$ cat config.mk
export PLATFORM = sky130hd
export DESIGN_NAME = stfp_div
export DESIGN_NICKNAME = d
export VERILOG_FILES = /design/src/design/stfp_pkg.sv /design/src/design/stfp_div.sv
export SDC_FILE = /design/constraint.sdc
export NUM_CORES = 1
export LEC_CHECK = 0
export ABC_CLOCK_PERIOD_IN_PS = 3900
export BUFFER_PORTS_ARGS = -buffer_cell sky130_fd_sc_hd__buf_2
export CORE_MARGIN = 4
export CORE_UTILIZATION = 40
export CTS_CLUSTER_DIAMETER = 60
export DETAILED_ROUTE_END_ITERATION = 10
export HOLD_SLACK_MARGIN = 0.06
export PLACE_DENSITY = 0.62
export SLEW_MARGIN = 30
export SYNTH_ARGS = -nofsm -noshare
export SYNTH_HDL_FRONTEND = slang
export SYNTH_SLANG_ARGS = --single-unit
export TNS_END_PERCENT = 20
$ cat constraint.sdc
create_clock -name clock -period 3.9 [get_ports clock]
set_input_delay 0.195 -clock clock [delete_from_list [all_inputs] [get_ports clock]]
set_output_delay 0.195 -clock clock [all_outputs]
set_load 0.03 [all_outputs]
$ cat src/design/stfp_pkg.sv
package stfp_pkg;

   // field widths
   localparam int unsigned OPCODE_W  = 1;
   localparam int unsigned INDEX_W   = 10;
   localparam int unsigned VALUE_W   = 32;
   localparam int unsigned LEN_W     = 11;
   localparam int unsigned POS_W     = 27;
   localparam int unsigned FRAC_W    = 16;

   // table depth default and list length after reset
   localparam int unsigned TABLE_DEPTH_DEFAULT = 1024;
   localparam logic [LEN_W-1:0] LIST_LENGTH_RESET = LEN_W'(1024);

   // 1.0 in the fraction format, one bit wider than the fraction
   localparam logic [FRAC_W:0] FRAC_ONE = {1'b1, {FRAC_W{1'b0}}};

   // word opcodes
   localparam logic [OPCODE_W-1:0] OP_LOAD  = 1'b0;
   localparam logic [OPCODE_W-1:0] OP_QUERY = 1'b1;

endpackage

$ cat src/design/stfp_div.sv
module stfp_div (
   input  logic                         clock,
   input  logic                         reset,
   input  logic                         start,
   input  logic [stfp_pkg::VALUE_W-1:0] dividend,
   input  logic [stfp_pkg::VALUE_W-1:0] divisor,
   output logic                         done,
   output logic [stfp_pkg::FRAC_W-1:0]  quotient
);

   // restoring division of (dividend << FRAC_W) by divisor, dividend < divisor
   localparam int unsigned VW  = stfp_pkg::VALUE_W;
   localparam int unsigned FW  = stfp_pkg::FRAC_W;
   localparam int unsigned CW  = $clog2(FW);

   logic          busy_ff, busy_in;
   logic          done_ff, done_in;
   logic [CW-1:0] count_ff, count_in;
   logic [VW-1:0] rem_ff, rem_in;
   logic [VW-1:0] divisor_ff, divisor_in;
   logic [FW-1:0] quo_ff, quo_in;

   logic [VW:0]   shifted;
   logic [VW+1:0] diff;
   logic          fits;

   always_comb begin
      shifted    = {rem_ff, 1'b0};
      diff       = {1'b0, shifted} - {2'b00, divisor_ff};
      fits       = ~diff[VW+1];
      busy_in    = busy_ff;
      done_in    = 1'b0;
      count_in   = count_ff;
      rem_in     = rem_ff;
      divisor_in = divisor_ff;
      quo_in     = quo_ff;
      if (start) begin
         busy_in    = 1'b1;
         count_in   = '0;
         rem_in     = dividend;
         divisor_in = divisor;
         quo_in     = '0;
      end else if (busy_ff) begin
         rem_in   = fits ? diff[VW-1:0] : shifted[VW-1:0];
         quo_in   = {quo_ff[FW-2:0], fits};
         count_in = count_ff + CW'(1);
         if (count_ff == CW'(FW - 1)) begin
            busy_in = 1'b0;
            done_in = 1'b1;
         end
      end
   end

   always_ff @(posedge clock) begin
      if (reset) begin
         busy_ff <= 1'b0;
         done_ff <= 1'b0;
      end else begin
         busy_ff <= busy_in;
         done_ff <= done_in;
      end
   end

   always_ff @(posedge clock) begin
      count_ff   <= count_in;
      rem_ff     <= rem_in;
      divisor_ff <= divisor_in;
      quo_ff     <= quo_in;
   end

   assign done     = done_ff;
   assign quotient = quo_ff;

endmodule

======== Yosys cells after proc, flatten, opt, wreduce, memory -nomap -nowiden ========
Index checks and enable logic that the tools add are counted.
operators by class
  eq/ne operators ......................... 1
  add/subtract/negate cells ............... 2
  bitwise operators ....................... 2
  reduce and logical (&&, ||, !) cells .... 2
  multiplexer cells ....................... 7
operators by type and width
  cell                                                            number
  32-bit 2-to-1 mux                                               3
  33-bit by 32-bit subtractor with 34-bit output                  1
  4-bit by 1-bit adder with 4-bit output (second input constant)  1
  4-bit equality test (second input constant)                     1
  1-bit 2-to-1 mux                                                4
  3-bit OR reduction                                              1
  1-bit inverter                                                  2
  2-bit nonzero test                                              1
word-level totals
  bits in registers ....................... 86
  input bits .............................. 67
  output and inout port bits .............. 17
  word-level logic and storage cells ...... 20

======== Logic depth before layout (Yosys ltp) ========
Gate-level depths: netlist of run 1.
  depth in word-level cells ............... 4
  depth in mapped cells ................... 13

======== Worst setup path after synthesis of run 1 ========
Ideal clock, no wire load.
  path type ............................... register -> register
  from .................................... reg rem_ff[0]
  to ...................................... reg rem_ff[6], data pin
  cell stages (with the launch flop) ...... 11
  period minus slack after synthesis ...... 2.857 ns
  path buffers ............................ 1
  arrival ................................. 2.597 ns
  setup time .............................. 0.260 ns
  path slack .............................. 1.043 ns
  path through ............................ edfxtp_1 ha_1 nor2b_1 o2111ai_1 a211oi_1 o2111ai_1 nor3b_2 a22oi_2 buf_6 mux2_4 mux2_2
between the ends
  word-level cells in the longest chain between the ends .. 4
RTL lines
  item                                            RTL line        source
  start, declared                                 stfp_div.sv:19  logic [VW-1:0] rem_ff, rem_in;
  start signal, assigned                          stfp_div.sv:66  rem_ff <= rem_in;
  33-bit by 32-bit subtractor with 34-bit output  stfp_div.sv:29  diff = {1'b0, shifted} - {2'b00, divisor_ff};
  32-bit 2-to-1 mux                               stfp_div.sv:44  rem_in = fits ? diff[VW-1:0] : shifted[VW-1:0];
  32-bit 2-to-1 mux                               stfp_div.sv:43  end else if (busy_ff) begin
  32-bit 2-to-1 mux                               stfp_div.sv:37  if (start) begin
  named net rem_in[6]                             stfp_div.sv:19
The timed path passes the listed nets, and every way through them passes these cells. The select of a mux whose other input is x is not followed.
A chain may end at the register's enable or synchronous reset.

======== Worst setup path in the final report of run 1 ========
  from .................................... reg rem_ff[0]
  to ...................................... reg rem_ff[15], data pin
Same word-level chain as after synthesis.

==> results_dict.tcl, run 1 <==
set metrics [dict create \
    synth_ff_type "edfxtp_1" \
    use_met1_pct 22.0 \
    timing.rr.start "rem_ff[0]" \
    drive_gt1_share_pct 19.2 \
    syn_nets 631 \
    p_per_area_nw_per_um2 623 \
    final.setup.tns_ps 0 \
    outcome "complete, no violations" \
    crit_fanout 9 \
    worstPathArrival_ps 3420 \
    dp_hpwl_mm 8.92 \
    path_clk_slew_ps 70 \
    placedInstanceArea_um2 5920 \
    gp_congestion 0.908 \
    hold_class "in -> reg" \
    n_fill_cell 1255 \
    skew_ps 7.67 \
    ys_seq_area_share_pct 44.1 \
    fin_crit_sh_pct 86.8 \
    drt_iter0_drc 235 \
    antenna_cells 0 \
    r2r_slack_ps 510 \
    grt_pass1_wl_mm 20.4 \
    finalPower_uw 4080 \
    timing.rr.end "rem_ff[15]" \
    grt_antenna_before_repair 0 \
    coreArea_um2 13200 \
    ys_types 66 \
    vias 4325 \
    grt.busiest_layer "met2" \
    holdPathStages 3 \
    critPathTopFamily "compound AO/OA/AOI/OAI gates" \
    first_pass_iters 4 \
    io_pins 84 \
    whs_endpoint "rem_ff[5]" \
    fin_crit_ps 3390 \
    overflow 0 \
    fin_nets 742 \
    yosysTopAreaCell "edfxtp_1" \
    final_cell_mix "82 x buf_2, 64 x edfxtp_1, 46 x nand2_1, 40 x inv_1" \
    synth-async-reset-ratio_pct 0 \
    finalHoldViolations 0 \
    drc_errors 0 \
    cts_max_path_buffers 2 \
    multiInputGateArea_um2 2720 \
    worstRegToRegCells 11 \
    worst_setup_path_end_kind "register" \
    ys_top_cells_by_area "edfxtp_1 36%, dfxtp_1 8.2%, ha_1 7.5%" \
    whs_ps 126 \
    synth_edf_count 64 \
    peakVddDrop_mv 0.295 \
    syn_avg_cell_area_um2 10.1 \
    cap_violations 0 \
    fin_area_um2 6550 \
    h-tree-depth 3 \
    max_freq_ghz 0.295 \
    slew_viol_final 0 \
    max_stage_delay_ps 440 \
    synth_warnings 0 \
    finalSetupViolations 0 \
    die_h_um 124 \
    initial_core_util_pct 40.6 \
    viasPerCell 5.26 \
    seqCellArea_um2 2360 \
    ant_nets 0 \
    io_buffers 83 \
    numCtsBuffers 9 \
    place_ws_ps 523 \
    slowest_stage "edfxtp_1" \
    crit_type "reg -> reg" \
    cp-start-kind "register" \
    dieWidth_um 124 \
    required_ps 3930 \
    layout_commonest_cell "buf_2" \
    grt_max_degree 67 \
    leakage_uw 0.00282 \
    dieArea_um2 15300 \
    crit_buf_inv 2 \
    syn_to_final_growth_pct 22.3 \
    clock_latency_ps 340 \
    wl_mm 12.2 \
    synth_area_um2 5350 \
    finalWorstSetupSlack_ps 515 \
    grt_usage_pct 16.8 \
    use_met3_pct 3.95 \
    synthCells 531 \
    grt_pass1_vias 4281 \
    ys_ff_latch 86 \
    hold_start "dividend[5]" \
    synth_top_area_share_pct 35.9 \
    cts_tree "built" \
    root_buffer "clkbuf_16" \
    crit_chain "ha_1 > nor2b_1 > o2111ai_1 > a211oi_1 > o2111ai_1 > nor3b_2 > a22oi_2 > buf_4 > buf_4 > mux2i_1 > o21ai_0" \
    cts.sinks 86 \
    rsz0062_at_grt "false" \
    row_count 42 \
    worst_slew_pin_slew_ps 831 \
    use_met2_pct 27.6 \
    post_drt_wl_per_cell_um 14.9 \
    slew_headroom_pct 44.6 \
]
[synthesized netlist by cell type (4+ instances only)]
master,n
mux2i_1,34
mux2_2,6
a211oi_1,4
nor3b_1,4
a31oi_1,4
nand3_1,9
xnor2_1,18
ha_1,32
nand4_1,5
o21bai_1,5
o21a_1,8
o21ai_0,32
nor4_1,4
nor2b_1,7
edfxtp_1,64
clkbuf_1,11
a21oi_1,36
dfxtp_1,22
nor3_1,10
nand2_1,46
inv_1,40
xor2_1,10
o21ai_1,7
nor2_1,36
o31ai_1,4
a21o_1,11
[stage by stage]
| step | instances | utilization (%) |
|---|---|---|
| after floorplan | 531 | - |
| after global placement | 774 | 44.8 |
| after detailed placement | 774 | 44.8 |
| after CTS | 823 | 49.6 |
| after global routing | 823 | 49.6 |
| final | 823 | 49.6 |
[cell type report]
| class | instances | area share (%) |
|---|---|---|
| Multi-Input combinational cell | 383 | 41.5 |
| Sequential cell | 86 | 36.1 |
| Timing Repair Buffer | 122 | 12.1 |
| Clock buffer | 10 | 3.82 |
| Tap cell | 176 | 3.36 |
| Inverter | 40 | 2.29 |
| Clock inverter | 6 | 0.783 |
[worst min-delay path, cell delays in order]
cell and delay (ps):
buf_2 70, nand2_1 40, o21ai_0 50
[state kept, by name, indices dropped and copies added (netlist names)]
name        cells
count_ff        4
rem_ff         32
divisor_ff     32
done            1
busy_ff         1
quotient       16
[layer usage]
metal  part of all wire [%]  vias to the layer above  wire length (um)
li1                       -                     2169                 -
met4                    1.1                        0               131
met1                     46                     2031              5580
met2                     48                      112              5820
met3                    5.8                       13               705
met5                      0                        -                 0
[worst max path at each step]
stage / cells past startpoint / from / end
final: 11 / rem_ff[0] / rem_ff[15]
after global routing: 11 / rem_ff[0] / rem_ff[15]
after CTS: 11 / rem_ff[0] / rem_ff[15]
after detailed placement: 11 / rem_ff[0] / rem_ff[15]
after global placement: 11 / rem_ff[0] / rem_ff[15]
after floorplan: 10 / rem_ff[0] / rem_ff[6]
[report_power, final]
part	switching (uW)	leakage (uW)	internal, uW
sequential	82.2	0.000817	1190
clock	381	0.000150	481
combinational	1070	0.00186	872
total	1540	0.00282	2540
[repair_timing]
item                      CTS  global route
setup buffers               0             0
gates resized for setup     0             0
hold buffers               33             0
hold endpoints to repair   34             0
[cell families (layout without fill, tap and decap cells)]
family          Yosys count  after routing  synth area share [%]
compound gates          141            141                  17.5
fa+ha+maj                33             33                  7.85
simple gates            139            139                  12.7
xor+xnor                 28             28                  4.58
mux                      42             42                  8.18
buf+inv                  62            178                  5.07
flops                    86             86                  44.1
Power figures use the tool's default switching activity.
==> run 2: changes to the inputs <==
- CELL_PAD_IN_SITES_DETAIL_PLACEMENT: not set -> 1
- CELL_PAD_IN_SITES_GLOBAL_PLACEMENT: not set -> 2
- CORE_UTILIZATION: 40 -> 36
- PLACE_DENSITY: 0.62 -> 0.82
- SKIP_CTS_REPAIR_TIMING: not set -> 1
==> run 2 against run 1 <==
  * Sequential power barely moved
  * Combinational power rose by 2%
  * Clock skew hardly changed
  * Design area stayed put
  * Setup slack lost 51 ps
  * Count of clock-buffer cells in the layout is the same
  * Maximum frequency down 1.5%
  * Utilization is 4.6 points lower
  * Clock power about the same
  * Die area grew 10%
  * Non-clock buffer count shrank 1
  * Critical path type unchanged
==> results_dict.tcl, run 2 (synthesis results as in run 1) <==
set metrics [dict create \
    rsz0062_at_grt "false" \
    crit_fanout 15 \
    n_fill_cell 1678 \
    worst_slew_pin_slew_ps 845 \
    antenna_cells 0 \
    wl_mm 14.0 \
    finalSetupViolations 0 \
    highest_layer "met4" \
    io_buffers 83 \
    gp_congestion 0.820 \
    worstPathArrival_ps 3540 \
    fin_crit_ps 3440 \
    coreArea_um2 14500 \
    ant_nets 0 \
    syn_to_final_growth_pct 22.3 \
    slew_headroom_pct 43.6 \
    initial_core_util_pct 36.8 \
    fin_nets 741 \
    overflow 0 \
    root_buffer "clkbuf_16" \
    grt_max_degree 64 \
    drc_errors 0 \
    crit_chain "ha_1 > nor2b_1 > o2111ai_1 > a211oi_1 > o2111ai_1 > nor3b_2 > a22oi_2 > buf_4 > nor3b_1 > a221o_1" \
    grt_antenna_before_repair 0 \
    grt_pass1_wl_mm 22.4 \
    drt_iter0_drc 224 \
    layout_commonest_cell "buf_2" \
    cap_violations 0 \
    final_cell_mix "82 x buf_2, 64 x edfxtp_1, 46 x nand2_1, 40 x inv_1" \
    numCtsBuffers 9 \
    first_pass_iters 4 \
    outcome "complete, no violations" \
    hold_class "in -> reg" \
    clock_latency_ps 360 \
    vias 4450 \
    io_pins 84 \
    wl_met3_um 746 \
    fin_crit_sh_pct 88.1 \
    grt_pass1_vias 4662 \
    skew_ps 7.47 \
    max_stage_delay_ps 480 \
    viasPerCell 5.36 \
    required_ps 4010 \
    finalPower_uw 4120 \
    row_count 44 \
    cts_tree "built" \
    worst_setup_path_end_kind "register" \
    final.setup.tns_ps 0 \
    crit_type "reg -> reg" \
    dieArea_um2 16900 \
    stdcell_count 830 \
    cts.sinks 86 \
    cp-start-kind "register" \
    wl_met2_mm 6.88 \
    crit_path_frequent_cell "o2111ai_1" \
    peakVddDrop_mv 0.212 \
    post_drt_wl_per_cell_um 16.9 \
    drive_gt1_share_pct 19.0 \
    m1WireLength_mm 6.12 \
    leakage_uw 0.00282 \
    dieWidth_um 130 \
    grt_usage_pct 16.7 \
    slowest_stage "a22oi_2" \
    dp.cells 781 \
    max_freq_ghz 0.291 \
    p_per_area_nw_per_um2 630 \
    path_clk_slew_ps 70 \
    finalHoldViolations 0 \
    h-tree-depth 3 \
    die_h_um 130 \
    slew_viol_final 0 \
    dp_hpwl_mm 10.1 \
    cts_max_path_buffers 2 \
]
-- run 2: stage by stage --
stage / area [um^2] / hold WS [ps] / utilization (%) / setup WS (ps)
2_1_floorplan: 5350 / 267 / - / 1040
3_3_place_gp: 5930 / 373 / 40.8 / 571
3_5_place_dp: 5930 / 374 / 40.8 / 465
4_1_cts: 6220 / 0.350 / 42.8 / 438
5_1_grt: 6550 / 135 / 45.0 / 202
6_report: 6550 / 127 / 45.0 / 464
-- run 2: routing by layer --
metal / vias to the layer above / track usage (%)
li1: 2166 / -
met4: 0 / 5.75
met2: 92 / 28.4
met1: 2172 / 20.8
met5: - / 0
met3: 20 / 4.26
-- run 2: path summary, 6_finish.rpt --
path	startpoint	end	slack, ps	cells after the start
hold reg to reg	count_ff[3]	done	480	2
setup / recovery	rem_ff[0]	rem_ff[27]	460	10
setup reg to reg	rem_ff[0]	rem_ff[27]	460	10
hold / removal	dividend[2]	rem_ff[2]	130	3
-- run 2: final cells by class --
| cell class | count | area (um^2) | area share [%] |
|---|---|---|---|
| clock buffers | 10 | 239 | 3.65 |
| clock inverters | 6 | 47.5 | 0.726 |
| inverters | 40 | 150 | 2.29 |
| multi-input cells | 383 | 2720 | 41.5 |
| flip-flops and latches | 86 | 2360 | 36.1 |
| well taps | 184 | 230 | 3.52 |
| repair buffers | 121 | 798 | 12.2 |
-- run 2: worst max-delay path: cells and delay by family, from the launching register on --
family,cells,cell delay (ps)
simple gates,3,480
buf+inv,1,360
compound gates,5,1600
fa+ha+maj,1,300
flops,1,440
-- run 2: power breakdown --
part / internal (uW) / total (uW) / switching [uW]
combinational: 867 / 1990 / 1120
clock: 460 / 862 / 402
sequential: 1190 / 1270 / 84.9
==> run 3: changes to the inputs <==
- ABC_AREA: not set -> 1
- CORE_UTILIZATION: 36 -> 33
- PLACE_DENSITY: 0.82 -> 0.83
==> run 3 against run 2 <==
  * Maximum frequency grew 19%
  * Cell count grew 48%
  * Setup slack gained 550 ps
  * First-iteration DRC count grew 6.3%
  * Register-to-register slack gained 550 ps
  * Combinational power shrank 18%
==> results_dict.tcl, run 3 <==
set metrics [dict create \
    row_count 49 \
    dp_hpwl_mm 15.1 \
    crit_type "reg -> reg" \
    synth_top_area_share_pct 31.2 \
    root_buffer "clkbuf_16" \
    cts_max_path_buffers 2 \
    worstPathArrival_ps 2970 \
    n_fill_cell 2339 \
    slowest_stage "nand2_4" \
    cts_tree "built" \
    required_ps 3980 \
    finalHoldViolations 0 \
    yosysTopAreaCell "edfxtp_1" \
    synth_most_common_cell "nand2_1" \
    leakage_uw 0.00389 \
    synth_area_um2 6160 \
    h-tree-depth 3 \
    post_drt_wl_per_cell_um 15.9 \
    worst_slew_pin_slew_ps 816 \
    first_pass_iters 4 \
    clock_latency_ps 360 \
    max_freq_ghz 0.346 \
    whs_ps 105 \
    viasPerCell 4.74 \
    ys_seq_area_share_pct 38.4 \
    syn_to_final_growth_pct 20.6 \
    slew_viol_final 0 \
    syn_avg_cell_area_um2 6.97 \
    crit_fanout 33 \
    synth_edf_count 64 \
    io_buffers 83 \
    outcome "complete, no violations" \
    coreArea_um2 18100 \
    finalPower_uw 3740 \
    rsz0062_at_grt "false" \
    layout_commonest_cell "nand2_1" \
    synth_ff_type "edfxtp_1" \
    crit_chain "ha_1 > nand2_1 > nor2_4 > nand3_1 > nand3_2 > nand2_2 > nand2_2 > nand2_4 > nand2_4 > nand2_1 > nand3_1 > nand2_1" \
    drc_errors 0 \
    placedInstanceArea_um2 6790 \
    antenna_cells 0 \
    ys_ff_latch 86 \
    wl_mm 19.5 \
    ys_types 35 \
    crit_path_frequent_cell "nand2_1" \
    fin_nets 1094 \
    stdcell_count 1228 \
    synth_common_cells "332 x nand2_1, 172 x inv_1, 73 x nand3_1" \
    dieWidth_um 145 \
    synthCells 883 \
    fin_crit_sh_pct 74.1 \
    vias 5825 \
    cp-start-kind "register" \
    p_per_area_nw_per_um2 503 \
    dp.cells 1179 \
    gp_congestion 0.859 \
    fin_area_um2 7430 \
    hold_class "in -> reg" \
    syn_nets 983 \
    peakVddDrop_mv 0.276 \
    drt_iter0_drc 238 \
    finalSetupViolations 0 \
    synth-async-reset-ratio_pct 0 \
    overflow 0 \
    cap_violations 0 \
    slew_headroom_pct 45.2 \
    grt_antenna_before_repair 0 \
    fin_crit_ps 2890 \
    final.setup.tns_ps 0 \
    ant_nets 0 \
    grt_pass1_wl_mm 30.9 \
    grt_pass1_vias 5838 \
    skew_ps 10.4 \
    grt_max_degree 35 \
    initial_core_util_pct 33.9 \
    io_pins 84 \
    max_stage_delay_ps 460 \
    final_cell_mix "332 x nand2_1, 171 x inv_1, 83 x buf_2, 73 x nand3_1, 64 x edfxtp_1" \
    ys_top_cells_by_area "edfxtp_1 31%, nand2_1 20%, inv_1 10%" \
    die_h_um 145 \
    dieArea_um2 20900 \
    drive_gt1_share_pct 12.4 \
    numCtsBuffers 9 \
    worst_setup_path_end_kind "register" \
    grt_usage_pct 19.2 \
    synth_warnings 0 \
    path_clk_slew_ps 80 \
    cts.sinks 86 \
]
-- run 3: critical path, delay by kind of cell, from the launching register on --
family	cells	cell delay [ps]
and+or+nand+nor	11	1820
DFF	1	410
adders and majority gates	1	370
-- run 3: per-layer routing --
metal	part of all wire [%]	track usage [%]	vias to the layer above
met2	44	29.8	94
met1	49	27.3	2727
li1	-	-	2981
met3	4.6	4.13	23
met5	0	0	-
met4	1.7	5.01	0
-- run 3: report_power, final --
group,internal [uW],switching (uW),leakage [uW]
Clock,489,436,0.000153
Sequential,1120,57.1,0.000817
Combinational,571,1060,0.00292
Total,2180,1550,0.00389
-- run 3: worst paths after layout --
check          startpoint          end  slack, ps  cells after the start
max             rem_ff[5]   rem_ff[23]       1010                     12
min          dividend[28]   rem_ff[28]        110                      3
max reg2reg     rem_ff[5]   rem_ff[23]       1010                     12
min reg2reg   count_ff[3]  count_ff[3]        470                      1
-- run 3: layout make-up --
| class | count | area, um^2 | share of cell area (%) |
|---|---|---|---|
| flip-flops and latches | 86 | 2360 | 31.8 |
| clock inverters | 6 | 57.6 | 0.775 |
| repair buffers | 120 | 788 | 10.6 |
| inverters | 177 | 664 | 8.95 |
| well taps | 229 | 287 | 3.86 |
| multi-input cells | 600 | 3020 | 40.6 |
| clock buffers | 10 | 250 | 3.37 |
-- run 3: through the flow --
step,util [%],worst slack (ps)
after floorplan,-,1620
after global placement,37.4,1050
after detailed placement,37.4,1040
after CTS,39.1,1030
after global routing,40.9,791
final,40.9,1010
-- run 3: cell families (layout without fill, tap and decap cells) --
| family | Yosys count | in the layout | synth area share (%) |
|---|---|---|---|
| adders and majority gates | 33 | 33 | 6.83 |
| buffers and inverters | 197 | 313 | 12.6 |
| DFF | 86 | 86 | 38.4 |
| AOI/OAI and AO/OA | 44 | 44 | 4.00 |
| xor gates and xnor gates | 15 | 15 | 2.13 |
| and+or+nand+nor | 508 | 508 | 36.0 |
